===== src/rtl/glyph_bitmap_expander_macros.svh =====
// Assertion macros for the glyph bitmap expander.
// Used by the controller and the datapath; expects clk and rst_n in scope.
`ifndef GLYPH_BITMAP_EXPANDER_MACROS_SVH
`define GLYPH_BITMAP_EXPANDER_MACROS_SVH
`ifndef SYNTHESIS
// property checked on every clock edge outside reset
`define GBE_ASSERT(lbl, prop, msg) \
  lbl: assert property (@(posedge clk) disable iff (!rst_n) prop) else $error(msg);
// condition that must never be seen outside reset
`define GBE_ASSERT_NEVER(lbl, cond, msg) \
  lbl: assert property (@(posedge clk) disable iff (!rst_n) !(cond)) else $error(msg);
`else
`define GBE_ASSERT(lbl, prop, msg)
`define GBE_ASSERT_NEVER(lbl, cond, msg)
`endif
`endif


===== src/rtl/gbe_pkg.sv =====
// Shared types, constants and helpers for the glyph bitmap expander.
// No dependencies; imported by gbe_ctrl, gbe_datapath and the top level.
`timescale 1ns / 1ps
package gbe_pkg;

  localparam int GROUP_PIXELS = 8;

  // configuration register indexes
  typedef enum logic [1:0] {
    REG_MODE   = 2'd0,
    REG_WIDTH  = 2'd1,
    REG_HEIGHT = 2'd2,
    REG_CELLS  = 2'd3
  } cfg_reg_t;

  // encoding modes
  localparam logic MODE_RAW = 1'b0;
  localparam logic MODE_RLE = 1'b1;

  // commands from controller to datapath
  typedef struct packed {
    logic take;    // capture the input transaction
    logic load;    // set up the run for the captured byte
    logic step;    // add one chunk of up to eight pixels
    logic flush;   // push out the partial group and finish
    logic finish;  // finish without a group
  } dp_cmd_t;

  // status from datapath to controller
  typedef struct packed {
    logic settling;    // image size product still updating
    logic finished;    // image done, later bytes are dropped
    logic more;        // pixels left in this byte and in the image
    logic chunk_last;  // current chunk ends the byte's pixels
    logic need_flush;  // partial group waits and the byte ends the image
    logic end_item;    // image size reached or final byte
    logic out_free;    // output register can take a group this cycle
  } dp_status_t;

  // mask of the n lowest bits, n in 0..8
  function automatic logic [7:0] low_mask(input logic [3:0] n);
    logic [8:0] m;
    m = (9'd1 << n) - 9'd1;
    return m[7:0];
  endfunction

endpackage


===== src/rtl/gbe_datapath.sv =====
// Datapath of the glyph bitmap expander: configuration, image size,
// pixel packing and the output register. Depends on gbe_pkg and the macro header.
`timescale 1ns / 1ps
`include "glyph_bitmap_expander_macros.svh"
module gbe_datapath
  import gbe_pkg::*;
(
  input  logic        clk,
  input  logic        rst_n,
  input  logic        cfg_we,
  input  logic [1:0]  cfg_index,
  input  logic [15:0] cfg_data,
  input  logic [7:0]  in_data_byte,
  input  logic        in_final_byte,
  input  dp_cmd_t     cmd,
  output dp_status_t  status,
  output logic        out_valid,
  input  logic        out_stall,
  output logic [7:0]  out_pixel_bits,
  output logic [3:0]  out_valid_pixels,
  output logic [28:0] out_group_index,
  output logic        out_last_of_item,
  output logic        out_image_complete
);

  // configuration and image size
  logic        mode_r;
  logic [7:0]  width_r;
  logic [7:0]  height_r;
  logic [15:0] cells_r;
  logic [23:0] prod_r;
  logic [31:0] total_r;
  logic [1:0]  settle_r;

  // captured transaction
  logic [7:0] data_r;
  logic       final_r;

  // decoder state
  logic [31:0] pos_r;
  logic [31:0] left_r;
  logic [7:0]  rem_r;
  logic [7:0]  src_r;
  logic        rle_item_r;
  logic        color_r;
  logic [4:0]  rbi_r;
  logic        finished_r;
  logic [7:0]  pend_r;
  logic [2:0]  pend_cnt_r;

  // output register
  logic        out_valid_r;
  logic [7:0]  out_bits_r;
  logic [3:0]  out_count_r;
  logic [28:0] out_index_r;
  logic        out_last_r;
  logic        out_complete_r;

  // helpers
  logic [32:0] left_diff;
  logic [5:0]  row_len;
  logic [8:0]  row_sum;
  logic        in_row;
  logic [7:0]  span;
  logic [7:0]  raw_cnt;
  logic [4:0]  rbi_nxt;
  logic [8:0]  left_sat;
  logic [3:0]  space;
  logic [3:0]  n0;
  logic [3:0]  n;
  logic [7:0]  src_bits;
  logic [7:0]  new_bits;
  logic [7:0]  pend_full;
  logic [3:0]  cnt_full;
  logic        step_complete;
  logic        step_emit;
  logic        more_after;
  logic [31:0] pos_nxt;
  logic [31:0] idx_pos;
  logic [31:0] flush_pos;
  logic        out_free;
  logic        emit_any;

  // image size, two multiplier stages
  always_ff @(posedge clk) begin
    prod_r  <= {8'd0, cells_r} * {16'd0, width_r};
    total_r <= {8'd0, prod_r} * {24'd0, height_r};
  end

  // configuration registers and settle counter
  always_ff @(posedge clk) begin
    if (!rst_n) begin
      mode_r   <= MODE_RLE;
      width_r  <= 8'd8;
      height_r <= 8'd16;
      cells_r  <= 16'd96;
      settle_r <= 2'd2;
    end else begin
      if (cfg_we) begin
        settle_r <= 2'd2;
        unique case (cfg_reg_t'(cfg_index))
          REG_MODE:   mode_r   <= cfg_data[0];
          REG_WIDTH:  width_r  <= cfg_data[7:0];
          REG_HEIGHT: height_r <= cfg_data[7:0];
          REG_CELLS:  cells_r  <= cfg_data;
        endcase
      end else if (settle_r != 2'd0) begin
        settle_r <= settle_r - 2'd1;
      end
    end
  end

  // byte setup: remaining image size and raw row byte bookkeeping
  always_comb begin
    left_diff = {1'b0, total_r} - {1'b0, pos_r};
    row_sum   = {1'b0, width_r} + 9'd7;
    row_len   = row_sum[8:3];
    in_row    = ({1'b0, rbi_r} < row_len);
    span      = width_r - {rbi_r, 3'b000};
    if (!in_row)
      raw_cnt = 8'd0;
    else if (span > 8'd8)
      raw_cnt = 8'd8;
    else
      raw_cnt = span;
    if (row_len == 6'd0 || ({1'b0, rbi_r} + 6'd1) >= row_len)
      rbi_nxt = 5'd0;
    else
      rbi_nxt = rbi_r + 5'd1;
  end

  // chunk: up to eight pixels, stopping at the byte's end, the group border or image end
  always_comb begin
    left_sat = (left_r[31:9] != 23'd0) ? 9'h1FF : left_r[8:0];
    space    = 4'(GROUP_PIXELS) - {1'b0, pend_cnt_r};
    n0       = (rem_r < {4'd0, space}) ? rem_r[3:0] : space;
    n        = (left_sat < {5'd0, n0}) ? left_sat[3:0] : n0;
    src_bits = src_r;
    new_bits = (src_bits & low_mask(n)) << pend_cnt_r;
    pend_full = pend_r | new_bits;
    cnt_full  = {1'b0, pend_cnt_r} + n;
    step_complete = (left_sat == {5'd0, n});
    step_emit     = step_complete || (cnt_full == 4'(GROUP_PIXELS));
    more_after = ({1'b0, rem_r} > {5'd0, n}) && (left_sat > {5'd0, n}) &&
                 (({1'b0, rem_r} >= ({5'd0, n} + 9'd8)) ||
                  (left_sat <= {1'b0, rem_r}) || final_r);
    pos_nxt   = pos_r + {28'd0, n};
    idx_pos   = pos_r + {28'd0, n - 4'd1};
    flush_pos = pos_r - 32'd1;
  end

  assign out_free = !out_valid_r || !out_stall;
  assign emit_any = (cmd.step && step_emit) || cmd.flush;

  // captured transaction
  always_ff @(posedge clk) begin
    if (cmd.take) begin
      data_r  <= in_data_byte;
      final_r <= in_final_byte;
    end
  end

  // decoder state
  always_ff @(posedge clk) begin
    if (!rst_n) begin
      pos_r      <= 32'd0;
      left_r     <= 32'd0;
      rem_r      <= 8'd0;
      rle_item_r <= 1'b0;
      color_r    <= 1'b0;
      rbi_r      <= 5'd0;
      finished_r <= 1'b0;
      pend_r     <= 8'd0;
      pend_cnt_r <= 3'd0;
    end else begin
      if (cmd.load && !finished_r) begin
        left_r     <= left_diff[32] ? 32'd0 : left_diff[31:0];
        rle_item_r <= (mode_r == MODE_RLE);
        if (mode_r == MODE_RLE) begin
          rem_r <= data_r;
          if (data_r != 8'hFF)
            color_r <= ~color_r;
        end else begin
          rem_r <= raw_cnt;
          rbi_r <= rbi_nxt;
        end
      end
      if (cmd.step) begin
        pos_r  <= pos_nxt;
        left_r <= left_r - {28'd0, n};
        rem_r  <= rem_r - {4'd0, n};
        if (step_emit) begin
          pend_r     <= 8'd0;
          pend_cnt_r <= 3'd0;
          finished_r <= step_complete;
        end else begin
          pend_r     <= pend_full;
          pend_cnt_r <= cnt_full[2:0];
        end
      end
      if (cmd.flush) begin
        pend_r     <= 8'd0;
        pend_cnt_r <= 3'd0;
        finished_r <= 1'b1;
      end
      if (cmd.finish)
        finished_r <= 1'b1;
    end
  end

  // pixel source: raw byte shifts out as pixels are taken, a run holds the
  // color it had before the byte's toggle
  always_ff @(posedge clk) begin
    if (cmd.load)
      src_r <= (mode_r == MODE_RLE) ? {8{color_r}} : data_r;
    else if (cmd.step && !rle_item_r)
      src_r <= src_r >> n;
  end

  // output register control
  always_ff @(posedge clk) begin
    if (!rst_n)
      out_valid_r <= 1'b0;
    else if (emit_any)
      out_valid_r <= 1'b1;
    else if (!out_stall)
      out_valid_r <= 1'b0;
  end

  // output register payload
  always_ff @(posedge clk) begin
    if (cmd.flush) begin
      out_bits_r     <= pend_r;
      out_count_r    <= {1'b0, pend_cnt_r};
      out_index_r    <= flush_pos[31:3];
      out_last_r     <= 1'b1;
      out_complete_r <= (left_r == 32'd0);
    end else if (cmd.step && step_emit) begin
      out_bits_r     <= pend_full;
      out_count_r    <= cnt_full;
      out_index_r    <= idx_pos[31:3];
      out_last_r     <= !more_after;
      out_complete_r <= step_complete;
    end
  end

  assign out_valid          = out_valid_r;
  assign out_pixel_bits     = out_bits_r;
  assign out_valid_pixels   = out_count_r;
  assign out_group_index    = out_index_r;
  assign out_last_of_item   = out_last_r;
  assign out_image_complete = out_complete_r;

  // status to controller
  always_comb begin
    status.settling   = cfg_we || (settle_r != 2'd0);
    status.finished   = finished_r;
    status.more       = (rem_r != 8'd0) && (left_r != 32'd0);
    status.chunk_last = !(({1'b0, rem_r} > {5'd0, n}) && (left_sat > {5'd0, n}));
    status.end_item   = (left_r == 32'd0) || final_r;
    status.need_flush = (pend_cnt_r != 3'd0) && status.end_item;
    status.out_free   = out_free;
  end

  `GBE_ASSERT(a_emit_slot, (cmd.step || cmd.flush) |-> out_free, "emit into full output")
  `GBE_ASSERT(a_fin_clear, finished_r |-> (pend_cnt_r == 3'd0), "pixels pending after finish")
  `GBE_ASSERT(a_complete_last, (out_valid_r && out_complete_r) |-> out_last_r, "end not last")
  `GBE_ASSERT_NEVER(a_cnt, out_valid_r && (out_count_r - 4'd1) >= 4'(GROUP_PIXELS), "bad count")

endmodule


===== src/rtl/gbe_ctrl.sv =====
// Controller of the glyph bitmap expander: sequences take, setup, chunk
// steps and the end-of-byte flush. Depends on gbe_pkg and the macro header.
`timescale 1ns / 1ps
`include "glyph_bitmap_expander_macros.svh"
module gbe_ctrl
  import gbe_pkg::*;
(
  input  logic       clk,
  input  logic       rst_n,
  input  logic       in_valid,
  output logic       in_stall,
  input  dp_status_t status,
  output dp_cmd_t    cmd
);

  typedef enum logic [1:0] {
    ST_IDLE,
    ST_LOAD,
    ST_RUN,
    ST_FLUSH
  } state_t;

  state_t state_r;

  assign in_stall = (state_r != ST_IDLE) || status.settling;

  // commands
  always_comb begin
    cmd.take   = (state_r == ST_IDLE) && in_valid && !in_stall;
    cmd.load   = (state_r == ST_LOAD);
    cmd.step   = (state_r == ST_RUN) && !status.finished && status.more &&
                 status.out_free;
    cmd.flush  = (state_r == ST_FLUSH) && status.need_flush && status.out_free;
    cmd.finish = (state_r == ST_FLUSH) && !status.need_flush && status.end_item;
  end

  // state register
  always_ff @(posedge clk) begin
    if (!rst_n) begin
      state_r <= ST_IDLE;
    end else begin
      unique case (state_r)
        ST_IDLE: begin
          if (cmd.take)
            state_r <= ST_LOAD;
        end
        ST_LOAD: begin
          state_r <= status.finished ? ST_IDLE : ST_RUN;
        end
        ST_RUN: begin
          priority if (status.finished)
            state_r <= ST_IDLE;
          else if (!status.more)
            state_r <= ST_FLUSH;
          else if (cmd.step && status.chunk_last)
            state_r <= ST_FLUSH;
        end
        ST_FLUSH: begin
          if (!status.need_flush || status.out_free)
            state_r <= ST_IDLE;
        end
        default: state_r <= ST_IDLE;
      endcase
    end
  end

  `GBE_ASSERT(a_take_load, cmd.take |=> (state_r == ST_LOAD), "taken byte not set up next cycle")

endmodule


===== src/rtl/glyph_bitmap_expander.sv =====
// Glyph bitmap expander: one byte in, groups of up to eight 1-bit pixels out.
// A byte's first group goes through setup, a chunk step and the output register.
// Input is held off while a byte is set up, split at group borders and flushed;
// output stalls hold its steps. Once the image is finished, bytes are dropped.
// A configuration write holds input off while the size multipliers settle.
// Reset: synchronous, active low; registers return to their reset values.
`timescale 1ns / 1ps
module glyph_bitmap_expander
  import gbe_pkg::*;
(
  input  logic        clk,
  input  logic        rst_n,
  input  logic        cfg_we,
  input  logic [1:0]  cfg_index,
  input  logic [15:0] cfg_data,
  input  logic        in_valid,
  output logic        in_stall,
  input  logic [7:0]  in_data_byte,
  input  logic        in_final_byte,
  output logic        out_valid,
  input  logic        out_stall,
  output logic [7:0]  out_pixel_bits,
  output logic [3:0]  out_valid_pixels,
  output logic [28:0] out_group_index,
  output logic        out_last_of_item,
  output logic        out_image_complete
);

  dp_cmd_t    cmd;
  dp_status_t status;

  gbe_ctrl u_ctrl (
    .clk      (clk),
    .rst_n    (rst_n),
    .in_valid (in_valid),
    .in_stall (in_stall),
    .status   (status),
    .cmd      (cmd)
  );

  gbe_datapath u_dp (
    .clk                (clk),
    .rst_n              (rst_n),
    .cfg_we             (cfg_we),
    .cfg_index          (cfg_index),
    .cfg_data           (cfg_data),
    .in_data_byte       (in_data_byte),
    .in_final_byte      (in_final_byte),
    .cmd                (cmd),
    .status             (status),
    .out_valid          (out_valid),
    .out_stall          (out_stall),
    .out_pixel_bits     (out_pixel_bits),
    .out_valid_pixels   (out_valid_pixels),
    .out_group_index    (out_group_index),
    .out_last_of_item   (out_last_of_item),
    .out_image_complete (out_image_complete)
  );

endmodule


===== config.mk =====
export PLATFORM = sky130hd
export DESIGN_NAME = glyph_bitmap_expander
export DESIGN_NICKNAME = d
export VERILOG_FILES = /design/src/rtl/gbe_pkg.sv /design/src/rtl/gbe_datapath.sv /design/src/rtl/gbe_ctrl.sv /design/src/rtl/glyph_bitmap_expander.sv
export VERILOG_INCLUDE_DIRS = /design/src /design/src/rtl
export SDC_FILE = /design/constraint.sdc
export NUM_CORES = 1
export LEC_CHECK = 0
export CORE_MARGIN = 4
export CORE_UTILIZATION = 60
export CTS_CLUSTER_SIZE = 28
export DETAILED_ROUTE_END_ITERATION = 6
export DONT_BUFFER_PORTS = 1
export HOLD_SLACK_MARGIN = 0.08
export PLACE_DENSITY = 0.86
export SYNTH_ARGS = -nofsm -noshare
export SYNTH_HDL_FRONTEND = slang
export SYNTH_HIERARCHICAL = 1
export SYNTH_SLANG_ARGS = --single-unit

===== constraint.sdc =====
create_clock -name clk -period 8.6 [get_ports clk]
set_clock_uncertainty 0.05 [all_clocks]
set_input_delay 1.72 -clock clk [delete_from_list [all_inputs] [get_ports clk]]
set_output_delay 1.72 -clock clk [all_outputs]
set_load 0.02 [all_outputs]

==> results of run 1 <==
-- critical path, delay by kind of cell, from the launching register on --
kind | cells | cell delay, ns
and+or+nand+nor | 6 | 1.57
buffers and inverters | 4 | 0.60
AOI/OAI and AO/OA | 14 | 3.17
xor gates and xnor gates | 2 | 0.26
adders and majority gates | 6 | 1.50
DFF | 1 | 0.60
-- state kept, by name, indices dropped and copies added (netlist names), 16 cells and up --
register / flops
u_dp/left_r: 32
u_dp/pos_r: 32
u_dp/total_r: 32
u_dp/out_group_index: 29
u_dp/prod_r: 24
u_dp/cells_r: 16
-- kinds of logic (layout without fill, tap and decap cells) --
family | after synthesis | after routing
and+or+nand+nor | 1009 | 1009
AOI/OAI and AO/OA | 499 | 499
adders and majority gates | 433 | 433
buffers and inverters | 419 | 373
DFF | 245 | 245
xor gates and xnor gates | 165 | 165
muxes | 35 | 35
-- layout by cell type (no fill, tap or decap), types with 27 or more instances in the layout --
cell type / netlist / layout
sky130_fd_sc_hd__nand2_1: 357 / 356
sky130_fd_sc_hd__inv_1: 302 / 302
sky130_fd_sc_hd__fa_1: 220 / 220
sky130_fd_sc_hd__ha_1: 212 / 212
sky130_fd_sc_hd__dfxtp_1: 187 / 187
sky130_fd_sc_hd__nor2_1: 172 / 172
sky130_fd_sc_hd__and2_1: 152 / 151
sky130_fd_sc_hd__a21oi_1: 144 / 144
sky130_fd_sc_hd__xnor2_1: 129 / 129
sky130_fd_sc_hd__o21ai_0: 78 / 78
sky130_fd_sc_hd__nor3_1: 65 / 65
sky130_fd_sc_hd__nand3_1: 62 / 62
sky130_fd_sc_hd__edfxtp_1: 58 / 58
sky130_fd_sc_hd__a21o_1: 52 / 52
sky130_fd_sc_hd__nor2b_1: 37 / 37
sky130_fd_sc_hd__xor2_1: 36 / 36
sky130_fd_sc_hd__nand2b_1: 32 / 32
sky130_fd_sc_hd__mux2i_1: 31 / 31
sky130_fd_sc_hd__a211oi_1: 29 / 29
sky130_fd_sc_hd__clkbuf_16: 0 / 27
-- per-layer routing --
layer | routed length, µm | global-route usage [%] | share of wire [%]
met5 | 0 | 0 | 0
met4 | 3200 | 12.8 | 5.0
met3 | 4300 | 4.19 | 6.7
met2 | 31700 | 50.2 | 50
met1 | 24700 | 35.3 | 39
-- final timing paths --
| check | end | slack [ns] | cells past startpoint |
|---|---|---|---|
| worst max-delay path | u_dp/out_group_index[28]$_DFFE_PP_ | 0.56 | 32 |
| worst min-delay path | u_dp/rle_item_r$_SDFFE_PN0P_ | 0.41 | 2 |
| worst max register to register | u_dp/out_group_index[28]$_DFFE_PP_ | 0.56 | 32 |
| worst min register to register | u_dp/rle_item_r$_SDFFE_PN0P_ | 0.41 | 2 |
-- area by class of cell --
cell class              count  area [µm²]  share of cell area, %
repair buffers             17         128                  0.500
clock inverters            15         165                  0.647
well taps                 525         657                   2.58
clock buffers              34         762                   2.99
multi-input cells        2141       17200                   67.3
flip-flops and latches    245        5490                   21.5
inverters                 307        1150                   4.52
-- per-stage QoR --
stage | hold slack (ns) | cell area (µm²)
2_1_floorplan | 0.386 | 24200
3_3_place_gp | 0.394 | 24600
3_5_place_dp | 0.403 | 24600
4_1_cts | 0.412 | 25500
5_1_grt | 0.438 | 25500
6_report | 0.410 | 25500
==> results summary, run 1 <==
The flow ran to the end, and the final reports show no timing, DRC or antenna violations. The mapped netlist covers 24200 µm². The startpoint type of the worst setup path is a flip-flop. The H-tree level count came out at 1. The adder-cell share of the synthesized area is 29.1%. Yosys attributes the largest share of cell area to sky130_fd_sc_hd__fa_1 (18%), sky130_fd_sc_hd__dfxtp_1 (15%), sky130_fd_sc_hd__ha_1 (11%).

The region available for standard cell placement spans 39800 µm². In this run the worst path has a maximum fanout of 15. The post-detailed-placement half-perimeter wirelength came out at 48500 µm. TritonCTS built the clock tree. Once the floorplan was initialized, standard cells occupied 60.9% of the core.

The die is 209 µm wide. The pre-CTS setup slack is 0.704 ns. For the worst setup path, the data arrival time is 8.29 ns. The synthesized area per cell is 8.64 µm². Buffers inserted to repair hold after CTS numbered 0. The largest family of logic cells by synthesized area is adder cells. The time the final worst path needs with I/O delays and setup is 8.04 ns.

The synthesized net count is 3269. The via count of the first global-routing pass is 20.4k. The total number of vias is 20.1k. The last weighted congestion value of the routability-driven placer came out at 0.980. The relative slew slack is 20.5%. The all-layer global routing usage is 28.7%. The share of the core filled with cells came out at 64.1%. The area share of the leading cell type in the synthesized netlist came out at 18.2%. The residual DRC count came out at 0. The first global-routing pass estimated 104000 µm of wire.

The via-per-instance ratio is 6.12. The number of violations reported at the end of detailed-routing iteration 0 came out at 1838. The clock insertion delay at the later pin of the skew report came out at 0.56 ns. The number of endpoints with negative hold slack in the final report came out at 0.

The average wire per cell in the routed design came out at 19.5 µm. The root buffer selected by CTS is sky130_fd_sc_hd__clkbuf_16. The multiplexer fraction of the synthesized cell area came out at 1.51%. Among all stages on the critical path, the largest delay is contributed by sky130_fd_sc_hd__dfxtp_1.

The setup fix buffers added after clock tree synthesis is 0. By instance count, the cell type seen most on the critical path is sky130_fd_sc_hd__ha_1. The total number of clock tree sinks is 245. Among all flip-flop cells after synthesis, the most frequent one is sky130_fd_sc_hd__dfxtp_1. The synthesis warning total came out at 6. For this design the top-level I/O count stands at 77. The maximum clock rate is 0.124 GHz. The final worst-path cycle share is 93.5%. The largest area contributor in the synthesized netlist is sky130_fd_sc_hd__fa_1. The post-detailed-route count of antenna-violating nets is 0. The count of nets after finishing is 3203. In the synthesized netlist, the number of instances is 2805. Buffers placed on the I/O ports in this run total 0. The routed design has 63900 µm of wire. The number of different library cells in the post-synthesis netlist came out at 97.

Setup repair after global routing left no endpoint under its margin. The floorplan step defined a die boundary enclosing 43700 µm². The number of antenna violations at the first check in global routing is 0.

Relative to the synthesized area, the layout overhead comes to 5.21%. After Yosys synthesis, and, or, nand and nor cells account for 20.3% of the synthesized area. Setup violations remaining at the end of the flow were counted as 0. Of the cells placed in the final design, the portion with a size suffix greater than 1 is 4.06%. The number of placed instances, taps included, is 3235.

The sum of negative setup slack came out at 0 ns. The total congestion overflow came out at 0. The post-CTS clock slew at the launch and capture registers of the worst setup and hold paths is 0.06 ns. Tracing the worst setup path back leads to its startpoint at u_dp/pend_cnt_r[1]$_SDFFE_PP0P_. By startpoint and endpoint, the worst setup path is classified as flip-flop to flip-flop. The actual transition at the worst max-transition pin came out at 1.18 ns.

The number of CTS-inserted buffers is 27. The tool flagged a number of max-cap violations equal to 0. STA classifies the critical path endpoint as a flip-flop. For this run, the slowest stage of the critical path takes 0.60 ns. The post-cts repair resize count is 0. The data required time of the worst path is 8.85 ns. The first-pass iteration count of the detailed router came out at 6. The xor and xnor area share after synthesis came out at 5.96%.

The die boundary height came out at 209 µm. 0 antenna diodes ended up in the layout. The compound-gate portion of the synthesized area is 13.9%.

The number of placement rows is 73. Ranked by instance count, the synthesized netlist is headed by sky130_fd_sc_hd__nand2_1 (357), sky130_fd_sc_hd__inv_1 (302), sky130_fd_sc_hd__fa_1 (220). The number of enable-type register cells in the synthesized netlist is 58. Among all cell types in the netlist, the one instantiated most often is sky130_fd_sc_hd__nand2_1.

The max-slew violation total from the final report is 0. The reg-to-reg startpoint is u_dp/pend_cnt_r[1]$_SDFFE_PP0P_. The number of synthesized register bits came out at 245. The worst hold path begins at u_dp/rle_item_r$_SDFFE_PN0P_.

The worst hold path belongs to the class flip-flop to flip-flop. The largest net degree at the start of global routing came out at 61. Of the synthesized area, sequential elements account for 22.6%.

Of all flip-flops after synthesis, the portion carrying an async set or reset was 0%. The buffer depth of the longest clock path is 3. The number of fillers in the final layout came out at 3153.

The worst path meets setup with 0.557 ns of slack. The post-route non-filler standard cell count came out at 3284.
Power of run 1 is left out: the tool's default activity adds up to more than one toggle a clock period on the data nets, which glitch-free logic cannot reach.
==> inputs of run 2 (changes only) <==
--- a/config.mk
+++ b/config.mk
@@ -15,5 +15,4 @@
 export PLACE_DENSITY = 0.86
 export SYNTH_ARGS = -nofsm -noshare
 export SYNTH_HDL_FRONTEND = slang
-export SYNTH_HIERARCHICAL = 1
 export SYNTH_SLANG_ARGS = --single-unit
==> results summary, run 2 <==
The final standard cell area without fillers is 25600 µm² (+0.38%). The worst register-to-register path begins at u_dp.pend_cnt_r[2]$_SDFFE_PP0P_. The initial standard-cell utilization of the core is 60.7% (-0.14 points). The post-synthesis simple-gate area fraction came out at 19.1% (-1.2 points).

By count the netlist is led by sky130_fd_sc_hd__nand2_1 (351), sky130_fd_sc_hd__inv_1 (314), sky130_fd_sc_hd__fa_1 (220). The compound-gate portion of the synthesized area came to 16.1% (+2.2 points). The top-level I/O count is 77 (unchanged).

The maximum fanout encountered on the critical timing path is 13 (-2). The min-delay analysis places its worst path in the category flip-flop to flip-flop. The total instance count after detailed placement was 3237 (+0.062%). The sum of negative setup slack is 0 ns (unchanged). The placed instance area came out at 24500 µm² (-0.21%). In the layout the commonest cells are sky130_fd_sc_hd__nand2_1 (350), sky130_fd_sc_hd__inv_1 (314), sky130_fd_sc_hd__fa_1 (220). The horizontal die dimension is 209 µm (-0.22%).

The number of diodes added for antenna fixing came out at 0 (unchanged). The data required time of the worst path is 8.87 ns (+0.02 ns). The data arrival time of the critical path is 8.12 ns (-0.17 ns). The multiplexer fraction of the synthesized cell area is 0.938% (-0.57 points). The synthesized net count is 3263 (-0.18%). The pre-CTS setup slack is 0.883 ns (+0.180 ns). The leakage power summed over all cells is 11.7 nW. The time the final worst path needs with I/O delays and setup is 7.85 ns (-0.194 ns). The maximum clock rate is 0.127 GHz (+2.5%).

The proportion of synthesized flip-flops having asynchronous set or reset came out at 0% (unchanged). The via count of the first global-routing pass came out at 21.0k (+3.2%). The post-cts repair resize count is 0 (unchanged). The max-slew violation total from the final report came out at 0 (unchanged). The most used standard cell by instance count after synthesis is sky130_fd_sc_hd__nand2_1.

The post-route non-filler standard cell count was 3291 (+0.21%). The number of endpoints with negative hold slack in the final report was 0 (unchanged). The minimum setup slack in the final design was 0.751 ns (+0.194 ns).

The hold path depth is 2 (unchanged). The startpoint-to-endpoint class of the critical path is flip-flop to flip-flop. For this design, the slowest cell found on the critical path is sky130_fd_sc_hd__dfxtp_1.

The maximum VDD drop came out at 0.311 mV. The layout-stage area growth over the synthesis result is 6.10%. The clock insertion delay at the later pin of the skew report was 0.57 ns (about the same). The overall power after layout came out at 7.85 mW. The largest net degree at the start of global routing came out at 92 (+51%). The overall routed net length is 62000 µm (-3.0%). The first-pass iteration count of the detailed router came out at 6 (unchanged). The post-CTS clock slew at the launch and capture registers of the worst setup and hold paths is 0.07 ns (about the same). The first-pass GRT wire length is 104000 µm (-0.62%). The area share of the leading cell type in the synthesized netlist is 18.2% (+0.084 points). The buffer depth of the longest clock path came out at 3 (unchanged). The synthesis warning total was 0 (-6). The last weighted congestion value of the routability-driven placer was 0.942 (-3.9%). The count of hold buffers inserted by post-cts repair came out at 0 (unchanged). The most used flip-flop cell after synthesis is sky130_fd_sc_hd__dfxtp_1. The number of synthesized register bits was 245 (unchanged).

The largest registers in the layout are u_dp.left_r x32, u_dp.pos_r x32, u_dp.total_r x32. The delay contributed by the slowest stage of the critical path came out at 0.60 ns (about the same). The area of the die came out at 43500 µm² (-0.44%). The sequential share of the synthesized area came to 22.7% (+0.10 points).

The total number of vias came to 20.2k (+0.64%). The endpoint type of the worst setup path is a flip-flop. The worst setup path is launched from a flip-flop. By area the synthesized netlist is led by sky130_fd_sc_hd__fa_1 (18%), sky130_fd_sc_hd__dfxtp_1 (16%), sky130_fd_sc_hd__ha_1 (11%). The all-layer global routing usage came out at 28.3% (-0.43 points). The number of cells on the worst reg-to-reg path is 32 (unchanged).

The reg-to-reg setup timing slack is 0.75 ns (+0.19 ns). The number of enable-type register cells in the synthesized netlist came out at 58 (unchanged). The setup fix buffers added after clock tree synthesis was 0 (unchanged). The synthesized area per cell was 8.61 µm² (-0.35%). The largest area contributor in the synthesized netlist is sky130_fd_sc_hd__fa_1. The terminus of the critical flop-to-flop path is u_dp.out_group_index[28]$_DFFE_PP_. The area inside the core boundary is 39700 µm² (-0.23%). The residual DRC count came out at 0 (unchanged). The clock tree from TritonCTS is built. The average wire per cell in the routed design is 18.8 µm (-3.2%). The cell count after synthesis came out at 2802 (-0.11%). The total congestion overflow is 0 (unchanged).

The number of I/O port buffers is 0 (unchanged). After synthesis, the largest family of logic cells by area is adder cells. Setup repair after global routing left no endpoint under its margin. The share of the core filled with cells is 64.4% (+0.39 points). The relative slew slack came to 11.7% (-8.8 points). The actual transition at the worst max-transition pin came out at 1.32 ns (+0.148 ns). The power density normalized to cell area came out at 307 nW/µm².

The H-tree level count is 1 (unchanged). The post-detailed-placement half-perimeter wirelength came out at 47800 µm (-1.5%). The path with the worst hold slack has its endpoint at u_dp.pend_r[3]$_SDFFE_PP0P_. The number of violations reported at the end of detailed-routing iteration 0 came out at 1551 (-16%). The post-detailed-route count of antenna-violating nets is 0 (unchanged).

The number of different library cells in the post-synthesis netlist came out at 92 (-5.2%). In this run the most critical hold path is launched from u_dp.pend_r[3]$_SDFFE_PP0P_. The total number of clock tree sinks came to 245 (unchanged). The share of layout cells above drive strength 1 came to 4.12% (+0.062 points). The number of placement rows is 73 (unchanged). Leaving out fill and tap cells, the most frequent cell in the layout is sky130_fd_sc_hd__nand2_1. The flow ran to the end, and the final reports show no timing, DRC or antenna violations. The xor and xnor area share after synthesis is 5.23% (-0.73 points).

The die boundary height came out at 209 µm (-0.22%). The number of CTS-inserted buffers came out at 29 (+7.4%). The number of antenna violations at the first check in global routing came to 0 (unchanged). In this run the clock root is driven by a sky130_fd_sc_hd__clkbuf_16.

The worst hold margin came to 0.408 ns (-0.00251 ns). The count of nets after finishing was 3204 (+0.031%). The total setup violations reported at the end of the flow is 0 (unchanged).

The final worst-path cycle share is 91.3% (-2.3 points). The max-cap violation count came out at 0 (unchanged). The via-per-instance ratio is 6.15 (+0.42%). The netlist area before placement was 24100 µm² (-0.46%).

The adder-cell share of the synthesized area came out at 29.2% (+0.072 points).
-- run 2: worst max path at each step --
| stage | startpoint | to | slack [ns] | cells past startpoint |
|---|---|---|---|---|
| floorplan | u_dp.pend_cnt_r[0]$_SDFFE_PP0P_ | u_dp.out_group_index[28]$_DFFE_PP_ | 1.41 | 31 |
| global placement | u_dp.pend_cnt_r[0]$_SDFFE_PP0P_ | u_dp.out_group_index[28]$_DFFE_PP_ | 1.13 | 33 |
| detailed placement | u_dp.pend_cnt_r[2]$_SDFFE_PP0P_ | u_dp.out_group_index[28]$_DFFE_PP_ | 0.88 | 32 |
| CTS | u_dp.pend_cnt_r[2]$_SDFFE_PP0P_ | u_dp.out_group_index[28]$_DFFE_PP_ | 0.83 | 32 |
| global route | u_dp.pend_cnt_r[2]$_SDFFE_PP0P_ | u_dp.out_group_index[28]$_DFFE_PP_ | 0.19 | 32 |
| finish | u_dp.pend_cnt_r[2]$_SDFFE_PP0P_ | u_dp.out_group_index[28]$_DFFE_PP_ | 0.75 | 32 |
-- run 2: metal layers --
layer | track usage (%) | wire (µm)
met5 | 0 | 0
met4 | 10.4 | 2210
met3 | 3.89 | 4030
met2 | 50.9 | 31200
met1 | 34.7 | 24600
-- run 2: kinds of logic (layout without fill, tap and decap cells) --
family,Yosys count,in the layout
AOI/OAI and AO/OA,582,582
and+or+nand+nor,951,951
DFF,245,245
xor gates and xnor gates,144,144
muxes,21,21
buffers and inverters,427,391
adders and majority gates,432,432
-- run 2: worst max-delay path: cells and delay by family (launching register included) --
kind / cells / cell delay (ns)
simple gates: 7 / 1.62
buf+inv: 7 / 1.07
compound gates: 10 / 2.13
fa+ha+maj: 5 / 1.31
mux: 2 / 0.67
flops: 1 / 0.60
xor+xnor: 1 / 0.13
-- run 2: area by class of cell --
cell class                      instances  area [µm²]
Timing Repair Buffer                   20         150
Clock buffer                           34         774
Fill cell                            3224       14100
Multi-Input combinational cell       2130       17000
Sequential cell                       245        5490
Tap cell                              525         657
Clock inverter                         20         302
Inverter                              317        1190
-- run 2: power by group --
group          internal [mW]  switching [mW]
sequential              1.35          0.0876
combinational           1.93            3.10
clock                  0.858           0.532
No activity file was read; power rests on OpenSTA's default activity.
